**src/hw/rtl/hsw_pkg.sv**
```systemverilog
package hsw_pkg;

    // configuration register indexes
    localparam logic [2:0] REG_HEADER_BYTES  = 3'd0;
    localparam logic [2:0] REG_HEADER_LENGTH = 3'd1;
    localparam logic [2:0] REG_WORD_COUNT    = 3'd2;
    localparam logic [2:0] REG_WORD_SIZE     = 3'd3;
    localparam logic [2:0] REG_BIG_ENDIAN    = 3'd4;

    // word size codes, anything above WS_16 means 32-bit words
    localparam logic [1:0] WS_8  = 2'd0;
    localparam logic [1:0] WS_16 = 2'd1;
    localparam logic [1:0] WS_32 = 2'd2;

    typedef struct packed {
        logic [31:0] data_word;
        logic        status;
        logic        last_word;
    } t_result;

endpackage

```
**src/hw/rtl/hsw_out_skid.sv**
```systemverilog
module hsw_out_skid
    import hsw_pkg::*;
(
    input  logic    i_clk,
    input  logic    i_rst_n,
    input  logic    i_push,
    input  t_result i_data,
    output logic    o_full,
    output logic    o_valid,
    output t_result o_data,
    input  logic    i_stall
);

    logic    r_out_valid, n_out_valid;
    logic    r_skid_valid, n_skid_valid;
    t_result r_out, n_out;
    t_result r_skid, n_skid;
    logic    take;

    assign take = r_out_valid && !i_stall;

    // push only arrives while the skid stage is empty
    always_comb begin
        n_out_valid  = r_out_valid;
        n_skid_valid = r_skid_valid;
        n_out        = r_out;
        n_skid       = r_skid;
        if (take || !r_out_valid) begin
            if (r_skid_valid) begin
                n_out        = r_skid;
                n_skid_valid = i_push;
                n_skid       = i_data;
            end else begin
                n_out_valid = i_push;
                n_out       = i_data;
            end
        end else if (i_push) begin
            n_skid_valid = 1'b1;
            n_skid       = i_data;
        end
    end

    always_ff @(posedge i_clk) begin
        if (!i_rst_n) begin
            r_out_valid  <= 1'b0;
            r_skid_valid <= 1'b0;
        end else begin
            r_out_valid  <= n_out_valid;
            r_skid_valid <= n_skid_valid;
        end
    end

    always_ff @(posedge i_clk) begin
        r_out  <= n_out;
        r_skid <= n_skid;
    end

    assign o_full  = r_skid_valid;
    assign o_valid = r_out_valid;
    assign o_data  = r_out;

endmodule

```
**src/hw/rtl/header_sync_word_extractor.sv**
```systemverilog
// output: a result is registered in the output register, or in the skid stage while i_out_stall holds the output
// throughput: one byte per cycle while o_in_stall is low; the hunt/collect state updates in a single pass per byte,
//   and the output register plus a skid stage keep input flowing while a result waits
// reset (i_rst_n low, synchronous): all registers but the output data payloads return to defaults, the block
//   hunts for the header with a full search budget and the output side holds no result
module header_sync_word_extractor
    import hsw_pkg::*;
#(
    parameter int SEARCH_BUDGET  = 256,
    parameter int MAX_HEADER_LEN = 4
) (
    input  logic        i_clk,
    input  logic        i_rst_n,
    // configuration
    input  logic        i_cfg_we,
    input  logic [2:0]  i_cfg_index,
    input  logic [31:0] i_cfg_data,
    // byte input
    input  logic        i_in_valid,
    output logic        o_in_stall,
    input  logic [7:0]  i_rx_byte,
    // result output
    output logic        o_out_valid,
    input  logic        i_out_stall,
    output logic [31:0] o_data_word,
    output logic        o_status,
    output logic        o_last_word
);

    localparam int HUNT_W  = $clog2(SEARCH_BUDGET + 1);
    localparam int HDR_CAP = (MAX_HEADER_LEN < 4) ? MAX_HEADER_LEN : 4;
    localparam logic [HUNT_W-1:0] BUDGET = HUNT_W'(SEARCH_BUDGET);

    // configuration registers
    logic [31:0] r_header_bytes;
    logic [2:0]  r_header_length;
    logic [7:0]  r_word_count;
    logic [1:0]  r_word_size;
    logic        r_big_endian;

    // parser state
    logic              r_collecting, n_collecting;
    logic [1:0]        r_header_pos, n_header_pos;
    logic [HUNT_W-1:0] r_hunt_left, n_hunt_left;
    logic [1:0]        r_byte_pos, n_byte_pos;
    logic [31:0]       r_word_accum, n_word_accum;
    logic [7:0]        r_words_left, n_words_left;

    logic        accept;
    logic        full;
    logic        push;
    t_result     res;
    t_result     out_data;

    logic [2:0]        eff_len;
    logic [2:0]        pos_inc;
    logic [7:0]        want;
    logic [HUNT_W-1:0] hunt_dec;
    logic [2:0]        nb;
    logic [31:0]       accum_new;
    logic [31:0]       word_mask;
    logic [7:0]        words_dec;

    // configuration writes; indexes beyond the list are dropped
    always_ff @(posedge i_clk) begin
        if (!i_rst_n) begin
            r_header_bytes  <= '0;
            r_header_length <= 3'd1;
            r_word_count    <= 8'd1;
            r_word_size     <= WS_8;
            r_big_endian    <= 1'b0;
        end else if (i_cfg_we) begin
            case (i_cfg_index)
                REG_HEADER_BYTES:  r_header_bytes  <= i_cfg_data;
                REG_HEADER_LENGTH: r_header_length <= i_cfg_data[2:0];
                REG_WORD_COUNT:    r_word_count    <= i_cfg_data[7:0];
                REG_WORD_SIZE:     r_word_size     <= i_cfg_data[1:0];
                REG_BIG_ENDIAN:    r_big_endian    <= i_cfg_data[0];
                default: ;
            endcase
        end
    end

    // take a byte whenever the skid stage has room
    assign o_in_stall = full;
    assign accept     = i_in_valid && !full;

    // effective header length: zero acts as one, saturate at the cap
    always_comb begin
        eff_len = r_header_length;
        if (eff_len == 3'd0) begin
            eff_len = 3'd1;
        end
        if (eff_len > 3'(HDR_CAP)) begin
            eff_len = 3'(HDR_CAP);
        end
    end

    // word size in bytes and the emit mask; code three acts as 32 bits
    always_comb begin
        case (r_word_size)
            WS_8: begin
                nb        = 3'd1;
                word_mask = 32'h0000_00ff;
            end
            WS_16: begin
                nb        = 3'd2;
                word_mask = 32'h0000_ffff;
            end
            default: begin
                nb        = 3'd4;
                word_mask = 32'hffff_ffff;
            end
        endcase
    end

    assign want      = r_header_bytes[{r_header_pos, 3'b000} +: 8];
    assign pos_inc   = {1'b0, r_header_pos} + 3'd1;
    assign hunt_dec  = (r_hunt_left != '0) ? r_hunt_left - 1'b1 : r_hunt_left;
    assign words_dec = (r_words_left != 8'd0) ? r_words_left - 8'd1 : r_words_left;
    assign accum_new = r_big_endian ? {r_word_accum[23:0], i_rx_byte}
                                    : r_word_accum | ({24'd0, i_rx_byte} << {r_byte_pos, 3'b000});

    always_comb begin
        n_collecting = r_collecting;
        n_header_pos = r_header_pos;
        n_hunt_left  = r_hunt_left;
        n_byte_pos   = r_byte_pos;
        n_word_accum = r_word_accum;
        n_words_left = r_words_left;
        push          = 1'b0;
        res.data_word = '0;
        res.status    = 1'b0;
        res.last_word = 1'b0;
        if (accept) begin
            if (!r_collecting) begin
                n_hunt_left = hunt_dec;
                if (i_rx_byte == want && pos_inc >= eff_len) begin
                    // header complete, wins over an exhausted budget
                    n_header_pos = 2'd0;
                    n_hunt_left  = BUDGET;
                    n_byte_pos   = 2'd0;
                    n_word_accum = '0;
                    n_words_left = r_word_count;
                    n_collecting = (r_word_count != 8'd0);
                end else begin
                    n_header_pos = (i_rx_byte == want) ? pos_inc[1:0] : 2'd0;
                    if (hunt_dec == '0) begin
                        // budget gone: report failure and hunt afresh
                        push         = 1'b1;
                        res.status   = 1'b1;
                        n_header_pos = 2'd0;
                        n_hunt_left  = BUDGET;
                        n_byte_pos   = 2'd0;
                        n_word_accum = '0;
                        n_words_left = 8'd0;
                    end
                end
            end else if ({1'b0, r_byte_pos} + 3'd1 < nb) begin
                n_byte_pos   = r_byte_pos + 2'd1;
                n_word_accum = accum_new;
            end else begin
                // word finished on this byte
                push          = 1'b1;
                res.data_word = accum_new & word_mask;
                n_byte_pos    = 2'd0;
                n_word_accum  = '0;
                n_words_left  = words_dec;
                if (words_dec == 8'd0) begin
                    res.last_word = 1'b1;
                    n_collecting  = 1'b0;
                    n_header_pos  = 2'd0;
                    n_hunt_left   = BUDGET;
                end
            end
        end
    end

    always_ff @(posedge i_clk) begin
        if (!i_rst_n) begin
            r_collecting <= 1'b0;
            r_header_pos <= 2'd0;
            r_hunt_left  <= BUDGET;
            r_byte_pos   <= 2'd0;
            r_word_accum <= '0;
            r_words_left <= 8'd0;
        end else begin
            r_collecting <= n_collecting;
            r_header_pos <= n_header_pos;
            r_hunt_left  <= n_hunt_left;
            r_byte_pos   <= n_byte_pos;
            r_word_accum <= n_word_accum;
            r_words_left <= n_words_left;
        end
    end

    // output register with skid stage
    hsw_out_skid u_out (
        .i_clk   (i_clk),
        .i_rst_n (i_rst_n),
        .i_push  (push),
        .i_data  (res),
        .o_full  (full),
        .o_valid (o_out_valid),
        .o_data  (out_data),
        .i_stall (i_out_stall)
    );

    assign o_data_word = out_data.data_word;
    assign o_status    = out_data.status;
    assign o_last_word = out_data.last_word;

    // a held skid entry implies a result is already on the output
    a_skid_behind_out: assert property (@(posedge i_clk) disable iff (!i_rst_n)
        o_in_stall |-> o_out_valid)
        else $error("skid stage holds a result with the output empty");

    // a frame in progress always has a word left to deliver
    a_words_left: assert property (@(posedge i_clk) disable iff (!i_rst_n)
        r_collecting |-> r_words_left != 8'd0)
        else $error("collecting with no words left");

    // while hunting, no partial word is carried
    a_hunt_clean: assert property (@(posedge i_clk) disable iff (!i_rst_n)
        !r_collecting |-> (r_byte_pos == 2'd0 && r_word_accum == 32'd0))
        else $error("partial word left over while hunting");

    // a failure result only follows a byte taken while hunting
    a_fail_from_hunt: assert property (@(posedge i_clk) disable iff (!i_rst_n)
        (push && res.status) |-> (accept && !r_collecting))
        else $error("failure result outside the hunt");

endmodule
```
**config.mk**
```make
export PLATFORM = sky130hd
export DESIGN_NAME = header_sync_word_extractor
export DESIGN_NICKNAME = d
export VERILOG_FILES = /design/src/hw/rtl/hsw_pkg.sv /design/src/hw/rtl/hsw_out_skid.sv /design/src/hw/rtl/header_sync_word_extractor.sv
export SDC_FILE = /design/constraint.sdc
export NUM_CORES = 1
export LEC_CHECK = 0
export BUFFER_PORTS_ARGS = -buffer_cell sky130_fd_sc_hd__buf_2
export CAP_MARGIN = 10
export CORE_ASPECT_RATIO = 1.4
export CORE_MARGIN = 2
export CORE_UTILIZATION = 55
export CTS_CLUSTER_SIZE = 20
export DETAILED_ROUTE_END_ITERATION = 8
export PLACE_DENSITY = 0.75
export SYNTH_ARGS = -nofsm -noshare
export SYNTH_HDL_FRONTEND = slang
export SYNTH_SLANG_ARGS = --single-unit
```
**constraint.sdc**
```tcl
create_clock -name i_clk -period 8.67 [get_ports i_clk]
set_clock_uncertainty 0.05 [all_clocks]
set_input_delay 0.867 -clock i_clk [delete_from_list [all_inputs] [get_ports i_clk]]
set_output_delay 0.867 -clock i_clk [all_outputs]
set_load 0.05 [all_outputs]
```
Word-level counts from Yosys, hierarchy flattened
Index checks and enable logic that the tools add are counted.

Input port bits: 48. Output and inout bits: 36. Flip-flop bits (word level): 170. Logic and storage cells: 121.

Magnitude comparators: 3. Bitwise logic cells: 3. Reduce and logical (&&, ||, !) cells: 27. Muxes and demuxes: 53. Add/sub/neg operators: 5. Equal/unequal tests: 9. Shift-type cells: 2.

Operators by type and width (number): 32-bit two-way mux (7); 34-bit two-way mux (5); 32-bit one-hot mux with 2 select lines (1); 9-bit two-way mux (6); 8-bit two-way mux (5); 32-bit bitwise AND (1); 32-bit OR (1); 32-bit by 6-bit indexed part select with 8-bit output (1); 8-bit by 5-bit << shifter with 32-bit output (1); 2-bit two-way mux (10); 1-bit two-way mux (16); 2-bit AND reduction (8); 8-bit nonzero test (2); 9-bit logical NOT (1); 9-bit nonzero test (1); 9-bit by 1-bit subtractor with 9-bit output, second input constant (1); 8-bit == test (1); 8-bit logical NOT (1); 8-bit by 1-bit subtractor with 8-bit output, second input constant (1); 2-bit by 1-bit adder with 3-bit output, second input constant (2); 3-bit by 2-bit == test with 1-bit output, second input constant (2); 3-bit logical NOT (2); 3-bit two-way mux (2); 3-bit one-hot mux with 2 select lines (1); other kinds (17) (23).

Longest topological paths before layout
Depth in word-level cells: 11. Mapped depth: 11. Depth with buffers taken out: 9.

Cells and area by module
A second synthesis with hierarchy kept.

Cells, all modules: 887. Area, all modules: 8891.0 um^2.

Modules (own cells, without submodules): header_sync_word_extractor (area an instance 6269.8 um^2, cells an instance 770, times used 1); hsw_out_skid (area an instance 2621.3 um^2, cells an instance 117, times used 1).

Worst setup path after synthesis
No wires, ideal clock.

Path type: register to register. Start: register r_hunt_left[0]. End: register u_out.r_skid[0] (netlist bit), enable pin. Buffers on the path: 1. Arrival time: 3938 ps. Setup slack: 4253 ps. Required time: 8191 ps. Stages on the path, launching flop included: 10. Cells stage by stage: dfxtp_1 > inv_1 > ha_1 > nor4b_1 > a2111oi_0 > o221ai_2 > or4_1 > buf_4 > o31a_1 > o21ai_1.

Longest elaborated chain between the ends: 9. Elaborated cells on any way between the ends: 10. Classes of those cells: add/sub (1); mux (5); reduce/logical (4).

Ends and longest elaborated chain: start: declaration (line header_sync_word_extractor.sv:44) `logic [HUNT_W-1:0] r_hunt_left, n_hunt_left;`; start signal: assignment (line header_sync_word_extractor.sv:190) `r_hunt_left <= n_hunt_left;`; 9-bit by 1-bit subtractor with 9-bit output / 9-bit nonzero test (equally long branches) (line header_sync_word_extractor.sv:119) `assign hunt_dec = (r_hunt_left != '0) ? r_hunt_left - 1'b1 : r_hunt_left;`; 9-bit two-way mux * (line header_sync_word_extractor.sv:119); 9-bit logical NOT * (line header_sync_word_extractor.sv:148) `if (hunt_dec == '0) begin`; 1-bit two-way mux * (line header_sync_word_extractor.sv:148); 1-bit two-way mux * (line header_sync_word_extractor.sv:138) `if (i_rx_byte == want && pos_inc >= eff_len) begin`; 1-bit two-way mux * (line header_sync_word_extractor.sv:136) `if (!r_collecting) begin`; 1-bit two-way mux * (line header_sync_word_extractor.sv:135) `if (accept) begin`; 2-bit nonzero test (no line) *; 2-bit AND reduction (no line) *; end signal: assignment (line hsw_out_skid.sv:55) `r_skid <= n_skid;`; end: declaration (line hsw_out_skid.sv:17) `t_result r_skid, n_skid;`.

Mark *: on every way between the ends. The rest lies on a longest branch, timed or not. A chain may end at the register's enable or synchronous reset.

Worst setup path in the final report
Start: register r_hunt_left[0]. End: register u_out.r_skid[5] (netlist bit), enable pin.

Same word-level chain as after synthesis.

==> flow_metrics.env <==
export IMPL_async_flop_share=0
export IMPL_synth_top_area_share=0.239
export IMPL_placeableCoreArea_um2=15400
export IMPL_layout_drive_gt1_share=0.160
export IMPL_dieArea_um2=16600
export IMPL_path_class="reg2reg"
export IMPL_wire_per_inst_um=18.0
export IMPL_yosysWarnings=0
export IMPL_num_vias=7469
export IMPL_antenna_left=0
export IMPL_critPathMaxStageDelay_ns=0.53
export IMPL_synthesis_area_um2=8560
export IMPL_power_density_nw_per_um2=198
export IMPL_synth_edf_count=68
export IMPL_rsz0062_at_grt="false"
export IMPL_synth_top_cell_by_area="dfxtp_1"
export IMPL_slew_headroom=0.273
export IMPL_cts_setup_buffers=0
export IMPL_die_w_um=109
export IMPL_overflow=0
export IMPL_synth_cell_type_count=65
export IMPL_clk_pin_slew_ns=0.07
export IMPL_ir_drop_uv=117
export IMPL_ys_top_cells_by_area="dfxtp_1 24%, edfxtp_1 24%, nand2_1 6.8%"
export IMPL_nNetsFinal=1044
export IMPL_cts_tree="yes"
export IMPL_synthesis_instances=953
export IMPL_cts_sinks=170
export IMPL_crit_required_ns=8.70
export IMPL_first_pass_iters=5
export IMPL_cts_root_buf="clkbuf_16"
export IMPL_tns_ns=0
export IMPL_slew_viol_final=0
export IMPL_fp_dieH_um=152
export IMPL_grt_usage=0.269
export IMPL_num_rows=54
export IMPL_synth_main_ff_cell="dfxtp_1"
export IMPL_drt_total_wl_mm=21.5
export IMPL_clock_latency_ns=0.43
export IMPL_grt_max_degree=64
export IMPL_crit_top_cell="buf_4"
export IMPL_crit_path_start_kind="flop"
export IMPL_ios=84
export IMPL_cp_slowest_cell="a2111oi_0"
export IMPL_syn_area_per_cell_um2=8.98
export IMPL_fmax_ghz=0.271
export IMPL_grt_pass1_wl_mm=35.1
export IMPL_drv_cap=0
export IMPL_vias_per_cell=6.25
export IMPL_cts_resized=0
export IMPL_worstPathArrival_ns=3.72
export IMPL_antenna_found_initial=0
export IMPL_outcome="finished clean"
export IMPL_numCtsBuffers=17
export IMPL_cpLargestDelayFamily="compound AO/OA/AOI/OAI gates"
export IMPL_synthToLayoutAreaGrowth_pct=12.1
export IMPL_tightest_slew_ns=1.09
export IMPL_finalCritPeriodShare=0.426
export IMPL_initial_core_util=0.556
export IMPL_cts_path_max_buffers=2
export IMPL_fin_crit_ns=3.69
export IMPL_cts_max_level=4
export IMPL_dpl_hpwl_mm=13.7
export IMPL_grt_pass1_vias=6881
export IMPL_fin_util=0.623
export IMPL_postCtsHoldBufs=0
export IMPL_drc=0
export IMPL_crit_buf_inv=3
export IMPL_crit_path_end_kind="flop"
export IMPL_final_hold_viol_count=0
export IMPL_portBuffers=83
export IMPL_ys_ff_latch=170
export IMPL_drt_iter0_markers=536
export IMPL_crit_chain="inv_1 -> ha_1 -> nor4b_1 -> a2111oi_0 -> o221ai_2 -> or4_1 -> buf_4 -> o31a_1 -> o21ai_2 -> buf_4"
export IMPL_seq_area_frac_synth=0.477
export IMPL_antenna_cells=0
export IMPL_syn_nets=1011
export IMPL_hold_class="reg2reg"
export IMPL_setup_viol=0
export IMPL_p_leak_nw=3.75
export IMPL_path_max_fanout=34
export IMPL_routabilityCongestion=0.942
-- area by class of cell --
| class | instances | area, um^2 |
|---|---|---|
| Clock inverter | 13 | 139 |
| Clock buffer | 19 | 464 |
| Timing Repair Buffer | 94 | 498 |
| Fill cell | 1367 | 5810 |
| Multi-Input combinational cell | 688 | 4110 |
| Tap cell | 196 | 245 |
| Inverter | 15 | 56.3 |
| Sequential cell | 170 | 4090 |
-- sequential cells by signal (all words and copies together), names as in the netlist --
name / count
r_word_accum: 32
u_out.o_full: 1
r_word_size: 2
r_hunt_left: 9
r_collecting: 1
u_out.o_data: 34
r_word_count: 8
u_out.r_skid: 34
r_header_length: 3
r_words_left: 8
u_out.o_valid: 1
r_byte_pos: 2
r_header_pos: 2
r_big_endian: 1
r_header_bytes: 32
-- per-stage QoR --
stage | cell area, um^2 | setup WS [ns] | std cells | hold WS (ns) | total power, W
floorplan | 8560 | 4.25 | 953 | 0.383 | 0.00108
global placement | 8990 | 5.06 | 1163 | 0.390 | 0.00113
detailed placement | 8990 | 4.97 | 1163 | 0.398 | 0.00113
CTS | 9600 | 4.97 | 1195 | 0.408 | 0.00190
global route | 9600 | 4.69 | 1195 | 0.426 | 0.00196
finish | 9600 | 4.98 | 1195 | 0.407 | 0.00190
-- Yosys cell counts, types with 10 or more instances --
cell type	instances
nand2_1	156
dfxtp_1	102
nor2_1	90
a21oi_1	88
edfxtp_1	68
clkbuf_1	58
o21ai_0	41
a21o_1	36
nand4_1	32
a311oi_1	24
o21a_1	19
a31oi_1	16
nor2b_1	16
nor4_1	16
inv_1	15
a211oi_1	11
buf_2	11
mux2i_1	11
ha_1	10
-- power by group --
part / internal (W) / leakage (nW) / switching [W]
registers: 0.000849 / 1.59 / 0.0000337
logic: 0.0000950 / 1.85 / 0.000145
clock network: 0.000410 / 0.298 / 0.000362
-- cell families (layout without fill, tap and decap cells) --
kind of cell	Yosys count	count (layout)	synth area share
flip-flops	170	170	0.477
buffers and inverters	95	141	0.0465
adder cells (fa/ha/maj)	10	10	0.0146
XOR/XNOR	9	9	0.00921
multiplexers	19	19	0.0339
AND/OR/NAND/NOR	364	364	0.198
AO/OA/AOI/OAI	286	286	0.221
-- routing by layer --
layer,global-route usage,up-vias,share of wire
met3,0.0475,48,0.060
met1,0.348,3576,0.41
met4,0.116,0,0.029
met2,0.439,290,0.50
li1,-,3555,-
met5,0,-,0
-- path summary, 6_finish.rpt --
path | from | end | slack [ns] | cells after the start
max | r_hunt_left[0]$_SDFFE_PN0P_ | u_out.r_skid[5]$_DFFE_PP_ | 4.98 | 10
min | r_header_bytes[24]$_SDFFE_PN0P_ | r_header_bytes[24]$_SDFFE_PN0P_ | 0.41 | 2
max reg2reg | r_hunt_left[0]$_SDFFE_PN0P_ | u_out.r_skid[5]$_DFFE_PP_ | 4.98 | 10
min reg2reg | r_header_bytes[24]$_SDFFE_PN0P_ | r_header_bytes[24]$_SDFFE_PN0P_ | 0.41 | 2
-- cell usage in the layout (no fill, tap or decap), drive strengths merged, types with 4 or more instances in the layout --
master  instances
nand2         156
dfxtp         102
buf            94
nor2           90
a21oi          88
edfxtp         68
o21ai          48
a21o           36
nand4          32
a311oi         24
inv            24
o21a           19
clkbuf         19
nor4           17
a31oi          16
nor2b          16
a211oi         12
mux2i          11
ha             10
nand3           9
xnor2           9
a21boi          9
a41oi           9
and3            8
mux4            8
nor3            8
or4             5
nand2b          5
or2             4
or3             4
or4b            4
clkinv          4
-- worst min-delay path, cell delays in order (launching register included) --
cell	delay [ns]
dfxtp_1	0.31
nand2_1	0.05
a21oi_1	0.05
No activity file was read; power rests on OpenSTA's default activity.
